==> src/rtl/rtd_temperature_from_time_ratio_core_defines.svh <==
// Assertion macros for the RTL file that carries checks.
`ifndef RTD_TEMPERATURE_FROM_TIME_RATIO_CORE_DEFINES_SVH
`define RTD_TEMPERATURE_FROM_TIME_RATIO_CORE_DEFINES_SVH
`ifndef NO_ASSERTIONS
`define RTDTR_ASSERT(lbl, clk, rstn, prop) \
  lbl: assert property (@(posedge clk) disable iff (!rstn) prop) \
    else $error("rtdtr assertion failed");
`define RTDTR_ASSERT_ALWAYS(lbl, clk, prop) \
  lbl: assert property (@(posedge clk) prop) \
    else $error("rtdtr assertion failed");
`else
`define RTDTR_ASSERT(lbl, clk, rstn, prop)
`define RTDTR_ASSERT_ALWAYS(lbl, clk, prop)
`endif
`endif

==> src/rtl/rtdtr_pkg.sv <==
package rtdtr_pkg;

  localparam int RATIO_FRAC_BITS = 29;
  localparam int TEMP_FRAC_BITS  = 8;

  localparam int FIELD_W        = 16;
  localparam int TIME_W         = 2 * FIELD_W;
  localparam int TEMP_W         = 24;
  localparam int RATIO_INT_BITS = 4;
  localparam int Q_W            = RATIO_INT_BITS + RATIO_FRAC_BITS;
  localparam int KR_W           = 64;

  localparam logic [127:0] C0_X = ((128'd63944759600 << 33) / 128'd4851 + 128'd1) >> 1;
  localparam logic [127:0] KQ_X = ((128'd400000000 << 33) / 128'd231 + 128'd1) >> 1;
  localparam logic [127:0] AQ_X = ((128'd71060 << 17) / 128'd21 + 128'd1) >> 1;

  localparam logic [KR_W-1:0] C0    = C0_X[KR_W-1:0];
  localparam logic [63:0]     KQ    = KQ_X[63:0];
  localparam logic [31:0]     KQ_LO = KQ[31:0];
  localparam logic [31:0]     KQ_HI = KQ[63:32];

  localparam int C0_BITS = $clog2(C0_X + 128'd1);
  localparam int D_W     = C0_BITS + (C0_BITS % 2);
  localparam int S_W     = D_W / 2;
  localparam int T_W     = S_W + 2;

  localparam logic signed [T_W-1:0] AQ_S     = T_W'(AQ_X);
  localparam logic signed [T_W-1:0] LIMIT_S  = T_W'(200 << 16);
  localparam int                    RND_SH   = 16 - TEMP_FRAC_BITS;
  localparam int                    RND_HALF = (RND_SH > 0) ? (1 << (RND_SH - 1)) : 0;
  localparam int signed             T_MAX    = (1 << (TEMP_W - 1)) - 1;
  localparam int signed             T_MIN    = -(1 << (TEMP_W - 1));

  localparam logic [FIELD_W-1:0] MARKER = '1;

  typedef enum logic [2:0] {
    ST_OK,
    ST_RTD_MARKER,
    ST_REF_MARKER,
    ST_ZERO_REF,
    ST_NO_ROOT
  } status_t;

  typedef struct packed {
    logic    valid;
    status_t status;
  } pipe_ctl_t;

endpackage

==> src/rtl/rtdtr_sqrt.sv <==
module rtdtr_sqrt (
  input  logic                      clk,
  input  logic                      rst_n,
  input  logic                      en,
  input  rtdtr_pkg::pipe_ctl_t      in_ctl,
  input  logic [rtdtr_pkg::D_W-1:0] rad,
  output rtdtr_pkg::pipe_ctl_t      out_ctl,
  output logic [rtdtr_pkg::S_W-1:0] root
);
  import rtdtr_pkg::*;

  pipe_ctl_t      ctl_r [S_W];
  logic [D_W-1:0] v_r   [S_W];
  logic [D_W-1:0] res_r [S_W];

  for (genvar g = 0; g < S_W; g++) begin : g_stage
    localparam logic [D_W-1:0] BIT = D_W'(1) << (2 * (S_W - 1 - g));
    pipe_ctl_t      ctl_in;
    logic [D_W-1:0] v_in;
    logic [D_W-1:0] res_in;
    logic [D_W-1:0] trial;
    logic           fit;

    if (g == 0) begin : g_first
      assign ctl_in = in_ctl;
      assign v_in   = rad;
      assign res_in = '0;
    end else begin : g_next
      assign ctl_in = ctl_r[g-1];
      assign v_in   = v_r[g-1];
      assign res_in = res_r[g-1];
    end

    assign trial = res_in + BIT;
    assign fit   = v_in >= trial;

    always_ff @(posedge clk) begin
      if (!rst_n) begin
        ctl_r[g] <= '0;
      end else if (en) begin
        ctl_r[g] <= ctl_in;
      end
    end

    always_ff @(posedge clk) begin
      if (en) begin
        v_r[g]   <= fit ? v_in - trial : v_in;
        res_r[g] <= fit ? (res_in >> 1) + BIT : res_in >> 1;
      end
    end
  end

  assign out_ctl = ctl_r[S_W-1];
  assign root    = res_r[S_W-1][S_W-1:0];

endmodule
==> config.mk <==
export PLATFORM = sky130hd
export DESIGN_NAME = rtdtr_sqrt
export DESIGN_NICKNAME = d
export VERILOG_FILES = /design/src/rtl/rtd_temperature_from_time_ratio_core_defines.svh /design/src/rtl/rtdtr_pkg.sv /design/src/rtl/rtdtr_sqrt.sv
export SDC_FILE = /design/constraint.sdc
export NUM_CORES = 2
export LEC_CHECK = 0
export BUFFER_PORTS_ARGS = -buffer_cell sky130_fd_sc_hd__buf_4
export CELL_PAD_IN_SITES_DETAIL_PLACEMENT = 1
export CELL_PAD_IN_SITES_GLOBAL_PLACEMENT = 1
export CORE_MARGIN = 2
export CORE_UTILIZATION = 53
export DETAILED_ROUTE_END_ITERATION = 8
export GPL_ROUTABILITY_DRIVEN = 0
export PLACE_DENSITY = 0.77
export SLEW_MARGIN = 20
export SYNTH_ARGS = -nofsm -noshare
export SYNTH_HDL_FRONTEND = slang
export SYNTH_SLANG_ARGS = --single-unit
==> constraint.sdc <==
create_clock -name clk -period 4.1 [get_ports clk]
set_input_delay 0.205 -clock clk [delete_from_list [all_inputs] [get_ports clk]]
set_output_delay 0.205 -clock clk [all_outputs]
set_load 0.05 [all_outputs]
# Word level (Yosys, flattened, before mapping)
# Memory sizes are Yosys's and may differ from the RTL's.
# Index checks and enable logic that the tools add are counted.
# Widths: inputs -> output; s select.
[totals]
reg_bits = 0
latch_bits = 0
ram_bits = 3248
romBits = 0
in_bits = 63
out_inout_bits = 32
mem_count = 3
[classes]
n_addsub = 82
mul = 0
n_div = 0
magnitude_cmp = 28
eq_ne = 0
shifts = 0
n_mux = 89
bitwise = 28
reduce_logical = 0
[memory_table]
columns = ["name", "depth", "width", "read_ports", "rd_clocked_by_memory_dff", "write_ports", "line", "source"]
rows = [
  ["res_r", 28, 56, 28, 0, 28, "rtdtr_sqrt.sv:14", "logic [D_W-1:0] res_r [S_W];"],
  ["v_r", 28, 56, 27, 0, 28, "rtdtr_sqrt.sv:13", "logic [D_W-1:0] v_r [S_W];"],
  ["ctl_r", 28, 4, 28, 0, 28, "rtdtr_sqrt.sv:12", "pipe_ctl_t ctl_r [S_W];"],
]
[ops]
columns = ["cell", "count"]
rows = [
  ["$mux 56", 55],
  ["$ge 56x56->1", 27],
  ["$sub 56x56->56", 27],
  ["$mux 4", 28],
  ["$add 55x1->56 const B", 1],
  ["$add 55x11->56 const B", 1],
  ["$add 55x13->56 const B", 1],
  ["$add 55x15->56 const B", 1],
  ["$add 55x17->56 const B", 1],
  ["$add 55x19->56 const B", 1],
  ["$add 55x21->56 const B", 1],
  ["$add 55x23->56 const B", 1],
  ["$add 55x25->56 const B", 1],
  ["$add 55x27->56 const B", 1],
  ["$add 55x29->56 const B", 1],
  ["$add 55x3->56 const B", 1],
  ["$add 55x31->56 const B", 1],
  ["$add 55x33->56 const B", 1],
  ["$add 55x35->56 const B", 1],
  ["$add 55x37->56 const B", 1],
  ["$add 55x39->56 const B", 1],
  ["$add 55x41->56 const B", 1],
  ["$add 55x43->56 const B", 1],
  ["$add 55x45->56 const B", 1],
  ["39 further kinds", 70],
]

# Depth between registers and ports, before layout
[logic_depth]
depth_word = 4
ltp_mapped = 14
depth_no_buf = 12

# Worst setup path after synthesis
# No wires, ideal clock.
[synth_path]
path_kind = "input-to-reg"
start = "in en"
end = "mem ctl_r[0][0] (netlist bit) (enable)"
setup_ns = 0.490
arrival_time_ns = 3.184
required_ns = 3.610
slack_ns = 0.426
path_stages = 2
path_cell_list = "clkbuf_1 > nand2b_1"
[synth_lines]
columns = ["item", "line", "source"]
rows = [
  ["from (decl)", "rtdtr_sqrt.sv:4", "input logic en,"],
  ["to (decl)", "rtdtr_sqrt.sv:12", ""],
]

==> reports/qor.txt <==
outcome -> finished, final reports clean
FFs w/ async S/R, synth -> 0%
DR WL/cell -> 22.9 µm
GRT Util Overall -> 25.5%
crit path kind -> reg -> reg
Syn Nets -> 8016
final setup fails -> 0
1st-iter DRT viols -> 4679
Post-Syn Area per Cell -> 12.8 µm²
hold crit path type -> in -> reg
Routed Antenna Nets -> 0
Internal Power -> 41.2 mW
io pins -> 95
Required @ worst endpoint -> 4.70 ns
sequential share of power -> 48.5%
Ant. Diodes -> 0
switching share of total power -> 29.3%
number of enable flip-flop cells after synthesis -> 2030
Max Cap Viol -> 0
first-pass GRT wire length -> 372000 µm
Chip Width -> 430 µm
internal reg-to-reg setup slack -> 0.20 ns
initial antenna violation count -> 3
Area Growth Syn to Fin -> 11.9%
hold worst-path end -> v_r[0][19]$_DFFE_PP_
crit path DAT -> 4.50 ns
mean number of vias per cell -> 5.91
crit-path max FO -> 39
DR WL met3 -> 8200 µm
worst setup margin -> 0.200 ns
vias in the first global route -> 65436
maximum clock rate -> 256 MHz
Die H -> 430 µm
initial core utilization -> 53.2%
Layout Skew -> 0.0867 ns
ratio of final minimum period to clock period -> 95.1%
worst-case reg-to-reg path depth -> 11
hpwl dp -> 171000 µm
slew margin rel. -> 28.8%
row count -> 156
met1 WL -> 93700 µm
root buffer cell -> clkbuf_16
CP Launch Type -> flop
hold slack -> 0.0654 ns
Post-CTS Setup Inserts -> 0
crit end category -> flop
library cells used by synthesis -> 92
setup TNS -> 0 ns
FF+latch count, synth -> 2030
die area -> 185000 µm²
register area share after synthesis -> 63.5%
r2r endpoint -> v_r[24][16]$_DFFE_PP_
Hold Path Origin -> rad[19]
Total Wirelength -> 237000 µm
pre-CTS WS -> 0.0603 ns
Final Hold Fails -> 0
critical path startpoint -> res_r[23][16]$_DFFE_PP_
Final Max Tran Viols -> 0
post-synthesis instance total -> 7521
DRC Markers -> 0
TritonRoute pass-1 iters -> 5
RSZ-0062 raised after global routing -> false
Worst-Margin Slew -> 1.07 ns
worst skew pair latency -> 0.87 ns
Nets -> 8322
grt total ovfl -> 0
P_sw -> 17.1 mW
core area -> 180000 µm²
Pleak -> 40.5 nW
H-tree depth -> 4
CTS tree -> done
synthesized area -> 96000 µm²
prevailing post-synth register cell -> edfxtp_1
pwr/cell area -> 542 nW/µm²
hold-critical path depth -> 2
Comb pwr share -> 19.7%
worst r2r src -> res_r[23][16]$_DFFE_PP_
Reg clk slew, reported paths -> 0.06 ns
largest net degree at the start of global routing -> 186
crit path time final -> 3.90 ns
vias post-DR -> 61310
layout cells sized above 1 -> 7.73%
TritonCTS Buffers -> 206
Max VDD drop -> 0.000388 V
met2 WL -> 128000 µm
clock sink total -> 2030
clock tree buffer depth -> 3
Synth Warn # -> 0
PortBufs -> 94
highest routing layer actually used -> met5
part of the power in the clock network -> 31.9%
## cells by family after synthesis
logic type	count (synthesis)	share of synthesized area, %
AND/OR/NAND/NOR	2250	12.3
XOR/XNOR	666	6.08
buffers and inverters	694	2.78
adder cells (fa/ha/maj)	432	5.63
AO/OA/AOI/OAI	1395	9.06
multiplexers	54	0.618
flip-flops	2030	63.5
## power groups by stage
stage | sequential [mW] | combinational [mW] | clock (mW)
3_3_place_gp | 28.5 | 10.7 | 0
2_1_floorplan | 27.7 | 8.02 | 0
3_5_place_dp | 28.6 | 11.2 | 0
6_report | 28.2 | 11.5 | 18.6
5_1_grt | 28.5 | 12.7 | 19.6
4_1_cts | 28.2 | 11.4 | 18.9
## critical path: stages (launching register included)
cell	delay, ns
edfxtp_1	0.39
inv_1	0.06
ha_1	0.43
nand4_1	0.17
or3_1	0.47
a21oi_1	0.27
nor2_1	0.11
a221o_1	0.44
o21a_2	0.37
inv_2	0.13
buf_4	0.38
mux2_2	0.39
## what timing repair did
action / 4_1_cts / 5_1_grt
gates resized for setup: 1 / 6
endpoints found under the setup margin: 1 / 21
hold buffers: 68 / 0
endpoints found under the hold margin: 153 / 0
pin swaps: 0 / 1
## metal layers
layer / track usage, % / vias to the layer above
met5: 0 / -
met4: 7.90 / 4
met3: 2.98 / 439
met2: 48.0 / 1259
met1: 30.3 / 30798
li1: - / 28810
## cells in the final DEF (no fill, tap or decap), drive strengths merged, types with 38 or more instances in the layout
cell type,instances
nand2,550
nor3,187
edfxtp,2030
a21oi,380
nor2b,58
nor4b,38
nand3,124
and3,143
clkbuf,246
a211oi,44
nand2b,99
nor2,393
mux2,39
or4,54
o31ai,43
a21o,173
dlygate4sd3,68
nor4,252
or3,67
buf,201
xor2,310
nand4,115
ha,432
clkinv,105
o21bai,41
xnor2,356
o21a,65
o21ai,410
inv,523
## synth_stat cells (all sizes together), types with 58 or more instances
cell | number | area share (%)
a21o | 173 | 1.4
a21oi | 380 | 2.0
and3 | 143 | 0.93
clkbuf | 131 | 0.51
edfxtp | 2030 | 64
ha | 432 | 5.6
inv | 522 | 2.0
nand2 | 550 | 2.2
nand2b | 99 | 0.65
nand3 | 124 | 0.65
nand4 | 115 | 0.75
nor2 | 393 | 1.5
nor2b | 58 | 0.38
nor3 | 187 | 1.0
nor4 | 252 | 1.7
o21a | 65 | 0.51
o21ai | 410 | 2.1
or3 | 67 | 0.44
xnor2 | 356 | 3.2
xor2 | 310 | 2.8
## final cells by class
| cell class | instances | area, µm² |
|---|---|---|
| sequential | 2030 | 61000 |
| tap | 2370 | 2970 |
| fill | 17753 | 72900 |
| timing repair buffer | 269 | 2400 |
| multi-input combinational | 4797 | 32500 |
| inverter | 523 | 1960 |
| clock inverter | 133 | 1330 |
| clock buffer | 246 | 5350 |
## state kept, by name (all words and copies together) (netlist names)
name,cells
v_r,1512
res_r,406
ctl_r,112
## stage by stage
stage	power, mW	std cells	instance area (µm²)	utilization, %
floorplan	35.7	7521	96000	-
finish	58.3	10368	107000	59.6
CTS	58.5	10368	107000	59.6
detailed placement	39.8	9921	100000	55.5
global route	60.8	10368	107000	59.6
global placement	39.2	9921	100000	55.5
## worst max-delay path by stage
stage	endpoint	slack, ns	cells past startpoint
2_1_floorplan	ctl_r[0][0]$_SDFFCE_PN0P_	0.43	2
3_3_place_gp	v_r[25][46]$_DFFE_PP_	0.20	11
3_5_place_dp	v_r[25][46]$_DFFE_PP_	0.06	11
4_1_cts	v_r[25][38]$_DFFE_PP_	0.08	11
5_1_grt	v_r[25][38]$_DFFE_PP_	0.005	9
6_report	v_r[24][16]$_DFFE_PP_	0.20	11
Power figures use the tool's default switching activity.
